[config.mk]
export PLATFORM = sky130hd
export DESIGN_NAME = bank_switched_page_mapper
export DESIGN_NICKNAME = d
export VERILOG_FILES = /design/src/design/bsp_pkg.sv /design/src/design/bank_switched_page_mapper.sv /design/src/design/bsp_regs.sv /design/src/design/bsp_xlate.sv
export SDC_FILE = /design/constraint.sdc
export NUM_CORES = 1
export LEC_CHECK = 0
export BUFFER_PORTS_ARGS = -buffer_cell sky130_fd_sc_hd__buf_2
export CORE_ASPECT_RATIO = 1.25
export CORE_MARGIN = 3
export CORE_UTILIZATION = 40
export DETAILED_ROUTE_END_ITERATION = 10
export PLACE_DENSITY_LB_ADDON = 0.12
export REMOVE_ABC_BUFFERS = 1
export SLEW_MARGIN = 15
export SYNTH_ARGS = -nofsm -noshare
export SYNTH_HDL_FRONTEND = slang
export SYNTH_HIERARCHICAL = 1
export SYNTH_SLANG_ARGS = --single-unit
[constraint.sdc]
create_clock -name clk_i -period 2.5 [get_ports clk_i]
set_clock_uncertainty 0.1 [all_clocks]
set_input_delay 0.375 -clock clk_i [delete_from_list [all_inputs] [get_ports clk_i]]
set_output_delay 0.375 -clock clk_i [all_outputs]
set_load 0.01 [all_outputs]
[src/design/bsp_pkg.sv]
// Shared types and constants for the bank-switched page mapper.
// Holds the transfer payload structs, the switch register layout and page codes.
// No dependencies.
package bsp_pkg;

  // Configuration register indexes, byte address is four times the index.
  localparam logic [1:0] RegBank   = 2'd0;
  localparam logic [1:0] RegCard   = 2'd1;
  localparam logic [1:0] RegShadow = 2'd2;

  localparam int unsigned AddrWidth = 4;

  localparam logic [5:0] BankSwitchesReset  = 6'd0;
  localparam logic [2:0] CardSwitchesReset  = 3'd0;
  localparam logic [6:0] ShadowSwitchesReset = 7'd109;

  localparam logic [15:0] AuxOffset  = 16'h0100;
  localparam logic [7:0]  RomBank    = 8'hFF;
  localparam logic [7:0]  PageIo     = 8'hC0;
  localparam logic [7:0]  PageCardHi = 8'hD0;
  localparam logic [7:0]  PageCardTop = 8'hE0;
  localparam logic [7:0]  PageCardShift = 8'h10;
  localparam logic [7:0]  BankE0     = 8'hE0;
  localparam logic [7:0]  BankE1     = 8'hE1;

  typedef struct packed {
    logic [15:0] page_number;
    logic        func;
  } in_item_t;

  typedef struct packed {
    logic [15:0] mapped_page;
    logic        is_io;
    logic        shadowed;
  } out_item_t;

  typedef struct packed {
    logic [5:0] bank_switches;
    logic [2:0] card_switches;
    logic [6:0] shadow_switches;
  } cfg_t;

endpackage

[src/design/bank_switched_page_mapper.sv]
// Top level of the bank-switched page mapper: input and result registers.
// Depends on bsp_pkg, bsp_regs and bsp_xlate.
//
// Usage: each transfer on the input channel carries one bank:page number and
// a read/write selector. The block returns one transfer on the output channel
// with the translated bank:page, the I/O flag and the video shadow flag.
// Both channels use valid/ready; a transfer happens when both are high.
// The soft switches sit behind an APB-style port at byte addresses 0, 4
// and 8 (bank, card, shadow); pready is always high and writes land on the
// access cycle. Switches should only change while no transfer is in flight.
//
// From input transfer to output transfer, the item is captured in the input
// register, translated by a single pass of logic, and captured in the result
// register, where it is valid.
// Throughput is one item per cycle while the receiver does not stall; the
// translation between the two registers is combinational.
// When the receiver stalls, the result register holds its item and the
// input register holds the next one, so two items can wait before in_ready_o
// drops. Reset empties both stages and loads the switch reset values
// (bank 0, card 0, shadow 109).
module bank_switched_page_mapper (
  input  logic                          clk_i,
  input  logic                          rst_ni,
  input  logic                          in_valid_i,
  output logic                          in_ready_o,
  input  bsp_pkg::in_item_t             in_data_i,
  output logic                          out_valid_o,
  input  logic                          out_ready_i,
  output bsp_pkg::out_item_t            out_data_o,
  input  logic                          psel,
  input  logic                          penable,
  input  logic                          pwrite,
  input  logic [bsp_pkg::AddrWidth-1:0] paddr,
  input  logic [31:0]                   pwdata,
  output logic [31:0]                   prdata,
  output logic                          pready
);

  bsp_pkg::cfg_t      cfg;
  bsp_pkg::in_item_t  item_q;
  bsp_pkg::out_item_t result_d, result_q;
  logic               item_valid_q, result_valid_q;
  logic               result_load, item_load;

  bsp_regs u_regs (
    .clk_i   (clk_i),
    .rst_ni  (rst_ni),
    .psel    (psel),
    .penable (penable),
    .pwrite  (pwrite),
    .paddr   (paddr),
    .pwdata  (pwdata),
    .prdata  (prdata),
    .pready  (pready),
    .cfg_o   (cfg)
  );

  bsp_xlate u_xlate (
    .item_i   (item_q),
    .cfg_i    (cfg),
    .result_o (result_d)
  );

  // The result register takes a new item whenever it is empty or being
  // drained this cycle; the input stage advances whenever it is empty or the result does.
  assign result_load = !result_valid_q || out_ready_i;
  assign in_ready_o  = !item_valid_q || result_load;
  assign item_load   = in_valid_i && in_ready_o;

  always_ff @(posedge clk_i or negedge rst_ni) begin
    if (!rst_ni) begin
      item_valid_q   <= 1'b0;
      result_valid_q <= 1'b0;
    end else begin
      if (in_ready_o) begin
        item_valid_q <= in_valid_i;
      end
      if (result_load) begin
        result_valid_q <= item_valid_q;
      end
    end
  end

  always_ff @(posedge clk_i) begin
    if (item_load) begin
      item_q <= in_data_i;
    end
    if (result_load && item_valid_q) begin
      result_q <= result_d;
    end
  end

  assign out_valid_o = result_valid_q;
  assign out_data_o  = result_q;

endmodule

[src/design/bsp_regs.sv]
// APB-style register file holding the three soft-switch registers.
// Depends on bsp_pkg for the register indexes, reset values and cfg_t.
module bsp_regs (
  input  logic                              clk_i,
  input  logic                              rst_ni,
  input  logic                              psel,
  input  logic                              penable,
  input  logic                              pwrite,
  input  logic [bsp_pkg::AddrWidth-1:0]     paddr,
  input  logic [31:0]                       pwdata,
  output logic [31:0]                       prdata,
  output logic                              pready,
  output bsp_pkg::cfg_t                     cfg_o
);

  logic [5:0] bank_q;
  logic [2:0] card_q;
  logic [6:0] shadow_q;
  logic       wr_en;
  logic [1:0] reg_idx;

  assign pready  = 1'b1;
  assign reg_idx = paddr[3:2];
  assign wr_en   = psel && penable && pwrite;

  always_ff @(posedge clk_i or negedge rst_ni) begin
    if (!rst_ni) begin
      bank_q   <= bsp_pkg::BankSwitchesReset;
      card_q   <= bsp_pkg::CardSwitchesReset;
      shadow_q <= bsp_pkg::ShadowSwitchesReset;
    end else if (wr_en) begin
      if (reg_idx == bsp_pkg::RegBank) begin
        bank_q <= pwdata[5:0];
      end
      if (reg_idx == bsp_pkg::RegCard) begin
        card_q <= pwdata[2:0];
      end
      if (reg_idx == bsp_pkg::RegShadow) begin
        shadow_q <= pwdata[6:0];
      end
    end
  end

  // Reads of the unused index return zero.
  always_comb begin
    prdata = 32'd0;
    unique case (reg_idx)
      bsp_pkg::RegBank:   prdata = {26'd0, bank_q};
      bsp_pkg::RegCard:   prdata = {29'd0, card_q};
      bsp_pkg::RegShadow: prdata = {25'd0, shadow_q};
      default:            prdata = 32'd0;
    endcase
  end

  assign cfg_o.bank_switches   = bank_q;
  assign cfg_o.card_switches   = card_q;
  assign cfg_o.shadow_switches = shadow_q;

endmodule

[src/design/bsp_xlate.sv]
// Page translation logic: main/aux, language card and video shadow rules.
// Purely combinational; depends on bsp_pkg for the payload and config types.
module bsp_xlate (
  input  bsp_pkg::in_item_t  item_i,
  input  bsp_pkg::cfg_t      cfg_i,
  output bsp_pkg::out_item_t result_o
);

  logic [7:0] bank;
  logic [7:0] pg;
  logic       wr;
  logic       store80, auxsel, altzp, page2, hires, lc;
  logic       card_en, card_bank, sel;
  logic [7:0] src;
  logic [15:0] mapped;
  logic       io;
  logic       text, text2, h1, h2, sup, aux;
  logic       shadow;

  assign bank    = item_i.page_number[15:8];
  assign pg      = item_i.page_number[7:0];
  assign wr      = item_i.func;
  assign store80 = cfg_i.bank_switches[0];
  assign auxsel  = wr ? cfg_i.bank_switches[2] : cfg_i.bank_switches[1];
  assign altzp   = cfg_i.bank_switches[3];
  assign page2   = cfg_i.bank_switches[4];
  assign hires   = cfg_i.bank_switches[5];
  assign lc      = cfg_i.shadow_switches[6];
  assign card_en = wr ? cfg_i.card_switches[2] : cfg_i.card_switches[1];
  assign card_bank = (bank == bsp_pkg::BankE0) || (bank == bsp_pkg::BankE1) ||
                     (((bank == 8'h00) || (bank == 8'h01)) && lc);
  assign src     = ((bank == 8'h00) && altzp) ? 8'h01 : bank;

  // Bank select for the low 48K of bank 00.
  always_comb begin
    priority if (pg < 8'h02) begin
      sel = altzp;
    end else if ((pg >= 8'h04) && (pg < 8'h08) && store80) begin
      sel = page2;
    end else if ((pg >= 8'h20) && (pg < 8'h40) && store80 && hires) begin
      sel = page2;
    end else begin
      sel = auxsel;
    end
  end

  always_comb begin
    mapped = item_i.page_number;
    io     = 1'b0;
    priority if ((bank == 8'h00) && (pg < bsp_pkg::PageIo)) begin
      if (sel) begin
        mapped = item_i.page_number + bsp_pkg::AuxOffset;
      end
    end else if ((pg >= bsp_pkg::PageIo) && card_bank) begin
      priority if (pg == bsp_pkg::PageIo) begin
        io = 1'b1;
      end else if ((pg < bsp_pkg::PageCardHi) || !card_en) begin
        mapped = {bsp_pkg::RomBank, pg};
      end else if (pg < bsp_pkg::PageCardTop) begin
        // Bank 1 of the card lies one 4K block below its window.
        mapped = cfg_i.card_switches[0] ? {src, pg} : {src, pg - bsp_pkg::PageCardShift};
      end else begin
        mapped = {src, pg};
      end
    end else if (bank == 8'h00) begin
      if (auxsel) begin
        mapped = item_i.page_number + bsp_pkg::AuxOffset;
      end
    end else begin
      mapped = item_i.page_number;
    end
  end

  assign text  = cfg_i.shadow_switches[0];
  assign text2 = cfg_i.shadow_switches[1];
  assign h1    = cfg_i.shadow_switches[2];
  assign h2    = cfg_i.shadow_switches[3];
  assign sup   = cfg_i.shadow_switches[4];
  assign aux   = cfg_i.shadow_switches[5];

  always_comb begin
    priority if (bank > 8'h01) begin
      shadow = 1'b0;
    end else if ((pg >= 8'h04) && (pg < 8'h08)) begin
      shadow = text;
    end else if ((pg >= 8'h08) && (pg < 8'h0C)) begin
      shadow = text2;
    end else if ((pg >= 8'h20) && (pg < 8'h40)) begin
      shadow = (bank == 8'h00) ? h1 : ((h1 && aux) || sup);
    end else if ((pg >= 8'h60) && (pg < 8'h80)) begin
      shadow = (bank == 8'h00) ? h2 : ((h2 && aux) || sup);
    end else begin
      shadow = 1'b0;
    end
  end

  assign result_o.mapped_page = mapped;
  assign result_o.is_io       = io;
  assign result_o.shadowed    = shadow;

endmodule
==> results.json <==
{
  "ys_seq_area_frac": 0.5360,
  "p_int_w": 0.001486,
  "critPathLaunchType": "flop",
  "status": "finished clean",
  "hold_violations": 0,
  "path_max_fanout": 7,
  "leakagePower_nw": 1.384,
  "max_stage_delay_ns": 0.54,
  "fin_crit_ns": 2.367,
  "synth_edf_count": 35,
  "final_nets": 341,
  "whs_ns": 0.1448,
  "yosys_warnings": 6,
  "overflow": 0,
  "ys_types": 57,
  "cp_cell_sequence": "buf_4 > nor4_2 > or4b_4 > and2_4 > nor2b_4 > a211oi_2 > o31ai_2",
  "critical_path.top_delay_family": "simple AND/OR/NAND/NOR gates",
  "clock-sinks": 53,
  "fin_crit_sh": 0.9469,
  "cp_slowest_cell": "or4b_4",
  "port_buffers": 59,
  "cts_tree": "built",
  "finalWirelength_um": 5077,
  "seqPwrFrac": 0.569,
  "globalplace.congestion": 0.7948,
  "antenna_cells": 0,
  "synthCells": 215,
  "vdd_drop_max_uv": 291.7,
  "ant_nets": 0,
  "cts-root-buf": "clkbuf_8",
  "antenna_found_initial": 0,
  "crit_type": "flop to flop",
  "post-cts-setup-buffers": 0,
  "drive_above_1_share": 0.4167,
  "cts_made_buffers": 5,
  "drc_errors": 0,
  "dp_hpwl_um": 3917,
  "grt_pass1_vias": 1625,
  "ctsHtreeMaxLevel": 2,
  "drt_pass1_iterations": 4,
  "drt_first_iter_violations": 81,
  "rsz0062_at_grt": "false",
  "core_um2": 6689,
  "vias": 1652,
  "pin_count": 113,
  "clk_pin_slew_worst_paths_ns": 0.09,
  "power_density_nw_per_um2": 627.5,
  "viasPerCell": 4.551,
  "pwr-share-comb": 0.173,
  "grt_pass1_wl_um": 8031,
  "switching_share": 0.2601,
  "globalRouteTotalUtil": 0.1294,
  "grt_max_degree": 19,
  "max_freq_mhz": 422.5,
  "slew_violations": 0,
  "hp-class": "input port to flop",
  "avgSynthCellArea_um2": 13.08,
  "crit_required_ns": 2.45,
  "synthArstFlopShare": 0.3396,
  "synth_flop_cell": "edfxtp_1",
  "rrSetupSlack_ns": 0.13,
  "std_cell_rows": 33,
  "clkPwrFrac": 0.258,
  "fp.dieW_um": 81,
  "ys_ff_latch": 53,
  "dieHeight_um": 99.76,
  "syn_to_final_growth_pct": 13.79,
  "cts.path.max_buffers": 2,
  "cp.arrival_ns": 2.31,
  "wire_per_inst_um": 13.99,
  "initial_utilization": 0.4205,
  "p_sw_w": 0.0005223,
  "setup_tns_ns": 0,
  "maxCapViolCount": 0,
  "netlist_area_um2": 2813,
  "cp_num_buf_inv": 1,
  "clk_latency_ns": 0.30,
  "setup_violations": 0,
  "die-area_um2": 8080,
  "critPathCaptureType": "flop"
}
layout by cell type (no fill, tap or decap), types with 4 or more instances in the layout:
master	Yosys	final
buf_2	1	59
edfxtp_1	35	35
conb_1	2	26
mux2_2	14	15
dfrtp_1	13	13
nand2_1	12	12
nor2_1	12	12
mux2i_1	10	10
clkbuf_8	0	7
ha_1	6	6
buf_4	32	5
dfstp_2	5	5
inv_1	5	5
or2_1	5	5
nand2b_1	4	4
or3_1	4	4
timing repair:
action                                  4_1_cts  5_1_grt
endpoints found under the setup margin        0        2
hold buffers                                  1        0
hold endpoints to repair                     13        0
gates resized for setup                       0        2
synthesized netlist by cell type (all sizes together) (2+ instances only):
cell	n	share of area
o211ai	4	0.016
and3	2	0.0067
inv	5	0.0067
and2	4	0.011
nor4b	2	0.0085
nor3	3	0.011
a211oi	3	0.0098
buf	34	0.091
or3b	2	0.0071
dfrtp	13	0.12
nand2	12	0.016
nor2b	2	0.0071
or3	4	0.0089
dfstp	5	0.047
mux2	18	0.076
clkbuf	2	0.0027
o21ai	5	0.0089
nand3	4	0.012
conb	2	0.0027
ha	6	0.027
nand2b	4	0.0089
nor2	12	0.016
or2	5	0.011
edfxtp	35	0.37
a21oi	2	0.0049
mux2i	11	0.040
registers in the layout, indices dropped and copies added, names as in the netlist:
register and flops:
out_valid_o 1, item_q 17, item_valid_q 1, u_regs/bank_q 6, u_regs/card_q 3, u_regs/shadow_q 7
out_data_o 18
worst paths after layout:
| path | cells past startpoint | end | startpoint |
|---|---|---|---|
| max reg2reg | 7 | out_data_o[10] | item_q[6] |
| min | 1 | item_q[0] | in_data_i[0] |
| min reg2reg | 0 | out_data_o[2] | item_q[1] |
| min in group asynchronous | 2 | item_valid_q | rst_ni |
| max | 7 | out_data_o[10] | item_q[6] |
| max in group asynchronous | 2 | u_regs/shadow_q[6] | rst_ni |
per-stage QoR:
| step | cell area (um^2) | cells | utilization | setup slack (ns) | power [W] |
|---|---|---|---|---|---|
| floorplan | 2639 | 203 | - | 0.2059 | 0.001360 |
| global placement | 3080 | 354 | 0.4605 | 0.09489 | 0.001503 |
| detailed placement | 3080 | 354 | 0.4605 | 0.09774 | 0.001505 |
| CTS | 3192 | 363 | 0.4772 | 0.07838 | 0.002030 |
| global route | 3201 | 363 | 0.4785 | 0.003759 | 0.002119 |
| finish | 3201 | 363 | 0.4785 | 0.1329 | 0.002008 |
power by group through the flow:
stage / Clock, W / Sequential (W) / Combinational [W]
after floorplan: 0 / 0.00115 / 0.000212
after global placement: 0 / 0.00116 / 0.000341
final: 0.000517 / 0.00114 / 0.000348
after detailed placement: 0 / 0.00116 / 0.000342
after CTS: 0.000541 / 0.00114 / 0.000346
after global routing: 0.000574 / 0.00116 / 0.000386
layer usage:
| metal | vias to the layer above | track usage | share of wire | routed length [um] |
|---|---|---|---|---|
| li1 | 834 | - | - | - |
| met1 | 768 | 0.1717 | 0.44 | 2235 |
| met2 | 46 | 0.2125 | 0.51 | 2573 |
| met3 | 4 | 0.02808 | 0.045 | 230 |
| met4 | 0 | 0.03511 | 0.0075 | 38 |
| met5 | - | 0 | 0 | 0 |
kinds of logic after synthesis:
family                   synth area share
AO/OA/AOI/OAI                     0.05872
adder cells (fa/ha/maj)           0.02669
buffers and inverters              0.1005
flip-flops                         0.5360
multiplexers                       0.1165
other                            0.002670
AND/OR/NAND/NOR                    0.1588
area by class of cell:
cell class / count / area [um^2]
Clock buffer: 7 / 96.34
Sequential cell: 53 / 1508
Tap cell: 87 / 108.9
Fill cell: 635 / 3488
Inverter: 5 / 18.77
Timing Repair Buffer: 65 / 342.8
Multi-Input combinational cell: 145 / 1121
Clock inverter: 1 / 5.005
Note: power is estimated with default switching activity, not from simulation.
